--- config.mk ---
export PLATFORM = sky130hd
export DESIGN_NAME = coap_message_parser_flat
export DESIGN_NICKNAME = d
export VERILOG_FILES = /design/src/cmp_pkg.sv /design/src/cmp_if.sv /design/src/coap_message_parser.sv /design/src/cmp_decode.sv /design/src/flat_wrapper.sv
export SDC_FILE = /design/constraint.sdc
export NUM_CORES = 1
export LEC_CHECK = 0
export ABC_AREA = 1
export ABC_CLOCK_PERIOD_IN_PS = 8600
export BUFFER_PORTS_ARGS = -buffer_cell sky130_fd_sc_hd__buf_2
export CAP_MARGIN = 20
export CORE_MARGIN = 2
export CORE_UTILIZATION = 36
export DETAILED_ROUTE_END_ITERATION = 16
export GPL_TIMING_DRIVEN = 0
export PLACE_DENSITY = 0.56
export SYNTH_ARGS = -nofsm -noshare
export SYNTH_HDL_FRONTEND = slang
export SYNTH_HIERARCHICAL = 1
export SYNTH_SLANG_ARGS = --single-unit
--- constraint.sdc ---
create_clock -name clock -period 8.6 [get_ports clock]
set_clock_uncertainty 0.2 [all_clocks]
set_input_delay 0.86 -clock clock [delete_from_list [all_inputs] [get_ports clock]]
set_output_delay 0.86 -clock clock [all_outputs]
set_load 0.1 [all_outputs]
--- src/cmp_pkg.sv ---
// ----------------------------------------------------------------------------
// CoAP message parser package
// Phase codes, byte kinds, status codes and the parser state and result types.
// ----------------------------------------------------------------------------
package cmp_pkg;

   typedef enum logic [3:0] {
      PH_HEADER  = 4'd0,
      PH_TOKEN   = 4'd1,
      PH_OPTHDR  = 4'd2,
      PH_DEXT1   = 4'd3,
      PH_DEXT_HI = 4'd4,
      PH_DEXT_LO = 4'd5,
      PH_LEXT1   = 4'd6,
      PH_LEXT_HI = 4'd7,
      PH_LEXT_LO = 4'd8,
      PH_VALUE   = 4'd9,
      PH_PAYLOAD = 4'd10,
      PH_IGNORE  = 4'd11
   } phase_type;

   localparam logic [3:0] KIND_HEADER    = 4'd0;
   localparam logic [3:0] KIND_TOKEN     = 4'd1;
   localparam logic [3:0] KIND_OPTHDR    = 4'd2;
   localparam logic [3:0] KIND_DELTA_EXT = 4'd3;
   localparam logic [3:0] KIND_LEN_EXT   = 4'd4;
   localparam logic [3:0] KIND_VALUE     = 4'd5;
   localparam logic [3:0] KIND_MARKER    = 4'd6;
   localparam logic [3:0] KIND_PAYLOAD   = 4'd7;
   localparam logic [3:0] KIND_IGNORED   = 4'd8;

   localparam logic [1:0] ST_OK       = 2'd0;
   localparam logic [1:0] ST_NIBBLE   = 2'd1;
   localparam logic [1:0] ST_TRUNC    = 2'd2;
   localparam logic [1:0] ST_OVERFLOW = 2'd3;

   localparam logic [7:0]  PAYLOAD_MARKER = 8'hff;
   localparam logic [3:0]  NIB_EXT1       = 4'd13;
   localparam logic [3:0]  NIB_EXT2       = 4'd14;
   localparam logic [3:0]  NIB_RESERVED   = 4'd15;
   localparam logic [16:0] EXT1_OFFSET    = 17'd13;
   localparam logic [16:0] EXT2_OFFSET    = 17'd269;

   typedef struct packed {
      phase_type   phase;
      logic [1:0]  header_count;
      logic [3:0]  token_left;
      logic [3:0]  length_nibble;
      logic [7:0]  ext_high_byte;
      logic [15:0] running_option;
      logic [16:0] value_left;
      logic [16:0] current_length;
      logic [1:0]  error_code;
      logic [1:0]  msg_type;
      logic [7:0]  msg_code;
      logic [15:0] message_id;
      logic [3:0]  token_length;
   } cmp_state_type;

   localparam cmp_state_type CMP_STATE_RESET = '{
      phase:          PH_HEADER,
      header_count:   2'd0,
      token_left:     4'd0,
      length_nibble:  4'd0,
      ext_high_byte:  8'd0,
      running_option: 16'd0,
      value_left:     17'd0,
      current_length: 17'd0,
      error_code:     ST_OK,
      msg_type:       2'd0,
      msg_code:       8'd0,
      message_id:     16'd0,
      token_length:   4'd0
   };

   typedef struct packed {
      logic [7:0]  byte_out;
      logic [3:0]  byte_kind;
      logic [15:0] option_number;
      logic [16:0] option_length;
      logic [1:0]  msg_type;
      logic [7:0]  msg_code;
      logic [15:0] message_id;
      logic [3:0]  token_length;
      logic [1:0]  status;
      logic        message_done;
   } cmp_result_type;

endpackage

--- src/cmp_if.sv ---
// ----------------------------------------------------------------------------
// CoAP message parser channels
// Valid/ready channels for incoming message bytes and per-byte results.
// ----------------------------------------------------------------------------
interface cmp_req_if;
   logic       valid;
   logic       ready;
   logic [7:0] data_byte;
   logic       end_of_message;

   modport source (output valid, output data_byte, output end_of_message, input ready);
   modport sink   (input valid, input data_byte, input end_of_message, output ready);
endinterface

interface cmp_rsp_if;
   logic        valid;
   logic        ready;
   logic [7:0]  byte_out;
   logic [3:0]  byte_kind;
   logic [15:0] option_number;
   logic [16:0] option_length;
   logic [1:0]  msg_type;
   logic [7:0]  msg_code;
   logic [15:0] message_id;
   logic [3:0]  token_length;
   logic [1:0]  status;
   logic        message_done;

   modport source (
      output valid, output byte_out, output byte_kind, output option_number,
      output option_length, output msg_type, output msg_code, output message_id,
      output token_length, output status, output message_done, input ready
   );
   modport sink (
      input valid, input byte_out, input byte_kind, input option_number,
      input option_length, input msg_type, input msg_code, input message_id,
      input token_length, input status, input message_done, output ready
   );
endinterface

--- src/coap_message_parser.sv ---
// ----------------------------------------------------------------------------
// CoAP message parser
// Classifies each byte of a CoAP message and decodes header and option fields.
// ----------------------------------------------------------------------------
// One result per input byte, one byte per cycle while the result register
// drains. A byte is decoded in the cycle of its transfer from the registered
// parser state and lands in the result register, so results appear in the
// cycle after the byte and back to back. A new byte is taken whenever the
// result register is empty or is being drained in the same cycle. The parser
// state returns to the header phase after the byte flagged as end of message.
module coap_message_parser
   import cmp_pkg::*;
(
   input logic         clock,
   input logic         reset,
   cmp_req_if.sink     req_chan,
   cmp_rsp_if.source   rsp_chan
);

   cmp_state_type  state_ff;
   cmp_state_type  state_in;
   cmp_result_type result_ff;
   cmp_result_type result_in;
   logic           rsp_valid_ff;
   logic           rsp_valid_in;
   logic           req_take;

   cmp_decode u_decode (
      .state_cur      (state_ff),
      .data_byte      (req_chan.data_byte),
      .end_of_message (req_chan.end_of_message),
      .state_next     (state_in),
      .result         (result_in)
   );

   assign req_chan.ready = !rsp_valid_ff || rsp_chan.ready;
   assign req_take       = req_chan.valid && req_chan.ready;
   assign rsp_valid_in   = req_take || (rsp_valid_ff && !rsp_chan.ready);

   always_ff @(posedge clock) begin
      if (reset) begin
         state_ff     <= CMP_STATE_RESET;
         rsp_valid_ff <= 1'b0;
      end else begin
         rsp_valid_ff <= rsp_valid_in;
         if (req_take) begin
            state_ff <= state_in;
         end
      end
   end

   always_ff @(posedge clock) begin
      if (req_take) begin
         result_ff <= result_in;
      end
   end

   assign rsp_chan.valid         = rsp_valid_ff;
   assign rsp_chan.byte_out      = result_ff.byte_out;
   assign rsp_chan.byte_kind     = result_ff.byte_kind;
   assign rsp_chan.option_number = result_ff.option_number;
   assign rsp_chan.option_length = result_ff.option_length;
   assign rsp_chan.msg_type      = result_ff.msg_type;
   assign rsp_chan.msg_code      = result_ff.msg_code;
   assign rsp_chan.message_id    = result_ff.message_id;
   assign rsp_chan.token_length  = result_ff.token_length;
   assign rsp_chan.status        = result_ff.status;
   assign rsp_chan.message_done  = result_ff.message_done;

   // end of message puts the parser back at the first header byte
   a_eom_restart: assert property (@(posedge clock) disable iff (reset)
      req_take && req_chan.end_of_message |=>
         state_ff.phase == PH_HEADER && state_ff.header_count == 2'd0)
      else $error("parser not restarted after end of message");

   // an error held in the state always parks the parser in the ignore phase
   a_error_ignore: assert property (@(posedge clock) disable iff (reset)
      state_ff.error_code != ST_OK |-> state_ff.phase == PH_IGNORE)
      else $error("error latched outside ignore phase");

   // ignored bytes only follow an error
   a_ignored_status: assert property (@(posedge clock) disable iff (reset)
      rsp_valid_ff && result_ff.byte_kind == KIND_IGNORED |-> result_ff.status != ST_OK)
      else $error("ignored byte without error status");

endmodule

--- src/cmp_decode.sv ---
// ----------------------------------------------------------------------------
// CoAP byte decoder
// Next parser state and result for one message byte, given the current state.
// ----------------------------------------------------------------------------
module cmp_decode
   import cmp_pkg::*;
(
   input  cmp_state_type  state_cur,
   input  logic [7:0]     data_byte,
   input  logic           end_of_message,
   output cmp_state_type  state_next,
   output cmp_result_type result
);

   cmp_state_type nx;
   logic [3:0]    kind;
   logic          do_delta;
   logic          do_len;
   logic [16:0]   delta_val;
   logic [16:0]   len_val;
   logic [17:0]   opt_sum;

   always_comb begin
      nx        = state_cur;
      kind      = KIND_IGNORED;
      do_delta  = 1'b0;
      do_len    = 1'b0;
      delta_val = 17'd0;
      len_val   = 17'd0;

      case (state_cur.phase)
         PH_HEADER: begin
            kind = KIND_HEADER;
            case (state_cur.header_count)
               2'd0: begin
                  nx.msg_type     = data_byte[5:4];
                  nx.token_length = data_byte[3:0];
                  nx.msg_code     = 8'd0;
                  nx.message_id   = 16'd0;
                  nx.token_left   = data_byte[3:0];
               end
               2'd1: nx.msg_code = data_byte;
               2'd2: nx.message_id[15:8] = data_byte;
               default: begin
                  nx.message_id[7:0] = data_byte;
                  nx.phase = (state_cur.token_left != 4'd0) ? PH_TOKEN : PH_OPTHDR;
               end
            endcase
            nx.header_count = state_cur.header_count + 2'd1;
         end
         PH_TOKEN: begin
            kind = KIND_TOKEN;
            nx.token_left = state_cur.token_left - 4'd1;
            if (nx.token_left == 4'd0) begin
               nx.phase = PH_OPTHDR;
            end
         end
         PH_OPTHDR: begin
            if (data_byte == PAYLOAD_MARKER) begin
               kind     = KIND_MARKER;
               nx.phase = PH_PAYLOAD;
            end else begin
               kind              = KIND_OPTHDR;
               nx.length_nibble  = data_byte[3:0];
               nx.current_length = 17'd0;
               if (data_byte[7:4] == NIB_RESERVED || data_byte[3:0] == NIB_RESERVED) begin
                  nx.error_code = ST_NIBBLE;
                  nx.phase      = PH_IGNORE;
               end else if (data_byte[7:4] == NIB_EXT1) begin
                  nx.phase = PH_DEXT1;
               end else if (data_byte[7:4] == NIB_EXT2) begin
                  nx.phase = PH_DEXT_HI;
               end else begin
                  do_delta  = 1'b1;
                  delta_val = {13'd0, data_byte[7:4]};
               end
            end
         end
         PH_DEXT1: begin
            kind      = KIND_DELTA_EXT;
            do_delta  = 1'b1;
            delta_val = {9'd0, data_byte} + EXT1_OFFSET;
         end
         PH_DEXT_HI: begin
            kind             = KIND_DELTA_EXT;
            nx.ext_high_byte = data_byte;
            nx.phase         = PH_DEXT_LO;
         end
         PH_DEXT_LO: begin
            kind      = KIND_DELTA_EXT;
            do_delta  = 1'b1;
            delta_val = {1'b0, state_cur.ext_high_byte, data_byte} + EXT2_OFFSET;
         end
         PH_LEXT1: begin
            kind    = KIND_LEN_EXT;
            do_len  = 1'b1;
            len_val = {9'd0, data_byte} + EXT1_OFFSET;
         end
         PH_LEXT_HI: begin
            kind             = KIND_LEN_EXT;
            nx.ext_high_byte = data_byte;
            nx.phase         = PH_LEXT_LO;
         end
         PH_LEXT_LO: begin
            kind    = KIND_LEN_EXT;
            do_len  = 1'b1;
            len_val = {1'b0, state_cur.ext_high_byte, data_byte} + EXT2_OFFSET;
         end
         PH_VALUE: begin
            kind          = KIND_VALUE;
            nx.value_left = state_cur.value_left - 17'd1;
            if (nx.value_left == 17'd0) begin
               nx.phase = PH_OPTHDR;
            end
         end
         PH_PAYLOAD: kind = KIND_PAYLOAD;
         default: begin
            kind     = KIND_IGNORED;
            nx.phase = PH_IGNORE;
         end
      endcase

      opt_sum = {2'd0, state_cur.running_option} + {1'b0, delta_val};

      if (do_delta) begin
         if (opt_sum[17:16] != 2'd0) begin
            nx.error_code = ST_OVERFLOW;
            nx.phase      = PH_IGNORE;
         end else begin
            nx.running_option = opt_sum[15:0];
            if (nx.length_nibble == NIB_EXT1) begin
               nx.phase = PH_LEXT1;
            end else if (nx.length_nibble == NIB_EXT2) begin
               nx.phase = PH_LEXT_HI;
            end else begin
               do_len  = 1'b1;
               len_val = {13'd0, nx.length_nibble};
            end
         end
      end

      if (do_len) begin
         nx.current_length = len_val;
         nx.value_left     = len_val;
         nx.phase          = (len_val != 17'd0) ? PH_VALUE : PH_OPTHDR;
      end

      // last byte with the message still mid-field
      if (end_of_message && nx.error_code == ST_OK && nx.phase != PH_OPTHDR &&
          nx.phase != PH_PAYLOAD && nx.phase != PH_IGNORE) begin
         nx.error_code = ST_TRUNC;
      end

      result.byte_out      = data_byte;
      result.byte_kind     = kind;
      result.option_number = nx.running_option;
      result.option_length = nx.current_length;
      result.msg_type      = nx.msg_type;
      result.msg_code      = nx.msg_code;
      result.message_id    = nx.message_id;
      result.token_length  = nx.token_length;
      result.status        = nx.error_code;
      result.message_done  = end_of_message;

      state_next = end_of_message ? CMP_STATE_RESET : nx;
   end

endmodule

--- src/flat_wrapper.sv ---
// flat-port wrapper written by rule: the top's interface ports become plain ports
module coap_message_parser_flat import cmp_pkg::*;
  (clock, reset, req_chan_valid, req_chan_data_byte, req_chan_end_of_message, req_chan_ready, rsp_chan_valid, rsp_chan_byte_out, rsp_chan_byte_kind, rsp_chan_option_number, rsp_chan_option_length, rsp_chan_msg_type, rsp_chan_msg_code, rsp_chan_message_id, rsp_chan_token_length, rsp_chan_status, rsp_chan_message_done, rsp_chan_ready);
  cmp_req_if req_chan_i ();
  cmp_rsp_if rsp_chan_i ();
  input logic clock;
  input logic reset;
  input wire logic [$bits(req_chan_i.valid)-1:0] req_chan_valid;
  input wire logic [$bits(req_chan_i.data_byte)-1:0] req_chan_data_byte;
  input wire logic [$bits(req_chan_i.end_of_message)-1:0] req_chan_end_of_message;
  output wire logic [$bits(req_chan_i.ready)-1:0] req_chan_ready;
  output wire logic [$bits(rsp_chan_i.valid)-1:0] rsp_chan_valid;
  output wire logic [$bits(rsp_chan_i.byte_out)-1:0] rsp_chan_byte_out;
  output wire logic [$bits(rsp_chan_i.byte_kind)-1:0] rsp_chan_byte_kind;
  output wire logic [$bits(rsp_chan_i.option_number)-1:0] rsp_chan_option_number;
  output wire logic [$bits(rsp_chan_i.option_length)-1:0] rsp_chan_option_length;
  output wire logic [$bits(rsp_chan_i.msg_type)-1:0] rsp_chan_msg_type;
  output wire logic [$bits(rsp_chan_i.msg_code)-1:0] rsp_chan_msg_code;
  output wire logic [$bits(rsp_chan_i.message_id)-1:0] rsp_chan_message_id;
  output wire logic [$bits(rsp_chan_i.token_length)-1:0] rsp_chan_token_length;
  output wire logic [$bits(rsp_chan_i.status)-1:0] rsp_chan_status;
  output wire logic [$bits(rsp_chan_i.message_done)-1:0] rsp_chan_message_done;
  input wire logic [$bits(rsp_chan_i.ready)-1:0] rsp_chan_ready;
  assign req_chan_i.valid = req_chan_valid;
  assign req_chan_i.data_byte = req_chan_data_byte;
  assign req_chan_i.end_of_message = req_chan_end_of_message;
  assign req_chan_ready = req_chan_i.ready;
  assign rsp_chan_valid = rsp_chan_i.valid;
  assign rsp_chan_byte_out = rsp_chan_i.byte_out;
  assign rsp_chan_byte_kind = rsp_chan_i.byte_kind;
  assign rsp_chan_option_number = rsp_chan_i.option_number;
  assign rsp_chan_option_length = rsp_chan_i.option_length;
  assign rsp_chan_msg_type = rsp_chan_i.msg_type;
  assign rsp_chan_msg_code = rsp_chan_i.msg_code;
  assign rsp_chan_message_id = rsp_chan_i.message_id;
  assign rsp_chan_token_length = rsp_chan_i.token_length;
  assign rsp_chan_status = rsp_chan_i.status;
  assign rsp_chan_message_done = rsp_chan_i.message_done;
  assign rsp_chan_i.ready = rsp_chan_ready;
  coap_message_parser u_core (.clock(clock), .reset(reset), .req_chan(req_chan_i), .rsp_chan(rsp_chan_i));
endmodule
==> qor.yml <==
status: "complete, no violations"
vias: 11600
ctsResizeCount: 0
final_common_cell: "nand2_1"
r2r_cells: 26
cts.clk_slew.worst_paths_ns: 0.07
tightestPinTransition_ns: 0.934
r2r_start: "u_core/state_ff[101]"
yosysWarnings: 6
grt_first_pass_wirelength_mm: 62.2
final_cell_mix: "346 x nand2_1, 279 x inv_1, 253 x nor2_1"
numCtsBuffers: 17
crit_top_cell: "nand2_1"
yosys-top-cells-area: "edfxtp_1 19%, dfxtp_1 17%, nand2_1 11%"
drc_errors: 0
fin_crit_ns: 4.88
die_w_um: 187
criticalPathCategory: "in2reg"
synth_cells: 1749
setup_slack_ns: 3.72
antenna_found_initial: 0
cts_tree: "built"
dp_hpwl_mm: 29.4
p_leak_nw: 6.35
rsz0062_at_grt: "false"
async_reset_ff_share_pct: 0
rows: 67
viasPerCell: 5.01
clk_latency_ns: 0.46
drv_cap: 0
synth_top_cell_by_area: "edfxtp_1"
ir_drop_mv: 0.148
design_area_um2: 13700
overflow: 0
io_buffers: 91
final_layout_size_suffix_gt1_share_pct: 15.3
whs_path_depth: 2
endpoint_kind: "register"
ant_nets: 0
antennaDiodeCount: 0
fin_tns_setup_ns: 0
htreeDepth: 4
hp-class: "reg2reg"
path_buf_inv: 6
dr.pass1.iters: 6
finalHoldViolations: 0
synthFlopType: "dfxtp_1"
synth_top_area_share_pct: 19.4
grt_max_degree: 28
grt_util_all_layers_pct: 22.9
crit_fanout: 10
synth_edf_count: 78
setup_viol: 0
syn2layout_area_growth_pct: 13.5
timing.slew.headroom_pct: 37.7
layout.nets: 1900
synthesis.nets: 1788
p_per_area_nw_per_um2: 200
dieHeight_um: 187
pre_cts_ws_ns: 3.28
holdBufCountCts: 0
cp-start-kind: "input port"
grt_pass1_vias: 11000
die_area_um2: 35000
wl_mm: 39.7
io_pins: 93
r2r_slack_ns: 4.02
critPathTopFamily: "simple AND/OR/NAND/NOR gates"
yosysUniqueCellTypes: 51
max_stage_delay_ns: 0.36
core_um2: 33300
startpoint: "req_chan_data_byte[0]"
placed_cell_area_um2: 13100
post-route-period-util_pct: 56.7
slowest_stage: "ha_1"
crit_cells: 31
endpoint: "u_core/state_ff[81]"
fmax_mhz: 205
gp_congestion: 0.926
slew_viol_final: 0
wl_per_cell_um: 17.1
ys_seq_area_share_pct: 36.8
syn_area_per_cell_um2: 6.90
timing.rr.end: "u_core/state_ff[81]"
root_buffer: "clkbuf_16"
syn_area_um2: 12100
synth_seq_cells: 183
critPathRequiredTime_ns: 8.79
initial_core_util_pct: 36.3
arrival_ns: 5.07
cts_buffer_depth: 2
drt_iter0_drc: 925
cts_setup_buffers: 0
cts_sinks: 183
## where the power goes
part	leakage, nW	total [mW]	internal [mW]	switching [mW]
clock network	0.284	0.773	0.416	0.357
registers	1.65	1.04	0.996	0.0429
logic	4.42	0.935	0.226	0.709
## routing by layer
metal,wire length (µm),share of wire [%],vias up,GRT usage (%)
met5,0,0,-,0
met4,1190,3.0,0,8.73
met3,2120,5.3,50,3.15
met2,18700,47,365,38.1
met1,17700,45,5421,30.1
li1,-,-,5795,-
## worst min path at each step
stage,start,to
after global placement,u_core/state_ff[32],u_core/state_ff[32]
after detailed placement,u_core/state_ff[37],u_core/state_ff[37]
final,u_core/state_ff[17],u_core/state_ff[17]
after floorplan,u_core/state_ff[10],u_core/state_ff[10]
after global routing,u_core/state_ff[32],u_core/state_ff[32]
after CTS,u_core/state_ff[37],u_core/state_ff[37]
## worst min-delay path, cell delays in order, from the launching register on
cell and delay (ns):
dfxtp_1 0.33, a21oi_1 0.04, nor2_1 0.08
## Yosys cell counts, types with 3 or more instances
cell      count
inv_2        12
o21ai_0      28
nand2_4      11
buf_4        13
ha_1         25
nor2_2        7
edfxtp_1     78
nand3b_1      3
xor2_1       22
nand2_1     346
inv_1       279
nor2_8        3
nand2_2      14
a31oi_1       5
o21ai_1       6
xnor2_1      10
buf_6        17
buf_2        41
dfxtp_1     105
nor2_1      253
nand3_2       5
a21oi_1     184
clkbuf_1     19
nor2_4        5
or2_2        13
a211oi_1     13
o22ai_1      27
nand4_1      11
a21oi_2       9
nand3_1     152
nor3_1        7
## logic make-up after synthesis
group | after synthesis | synth area share, %
adders and majority gates | 26 | 2.76
and+or+nand+nor | 838 | 30.9
xor gates and xnor gates | 32 | 2.32
DFF | 183 | 36.8
buffers and inverters | 384 | 14.0
AOI/OAI and AO/OA | 286 | 13.2
## layout make-up
class                   count  area, µm²
fillers                  3580      19600
well taps                 448        561
clock buffers              24        507
flip-flops and latches    183       4440
clock inverters             8       61.3
inverters                 293       1100
plain buffers              91        586
multi-input cells        1182       5950
repair buffers             93        495
## sequential cells by signal (all words and copies together), names as in the netlist
register and flops:
u_core/rsp_chan.byte_out 8, u_core/rsp_chan.byte_kind 4, u_core/rsp_chan.valid 1, u_core/rsp_chan.msg_code 8, u_core/rsp_chan.option_length 17, u_core/rsp_chan.msg_type 2
u_core/rsp_chan.token_length 4, u_core/state_ff 104, u_core/rsp_chan.message_done 1, u_core/rsp_chan.option_number 16, u_core/rsp_chan.message_id 16, u_core/rsp_chan.status 2
## stage by stage
stage | hold WS, ns | power [mW] | util [%] | instances
after floorplan | 0.252 | 1.78 | - | 1749
after global placement | 0.259 | 1.98 | 39.3 | 2288
after detailed placement | 0.268 | 1.98 | 39.5 | 2290
after CTS | 0.287 | 2.76 | 41.2 | 2322
after global routing | 0.308 | 2.88 | 41.2 | 2322
final | 0.285 | 2.75 | 41.2 | 2322
(Power assumes the default switching activity.)
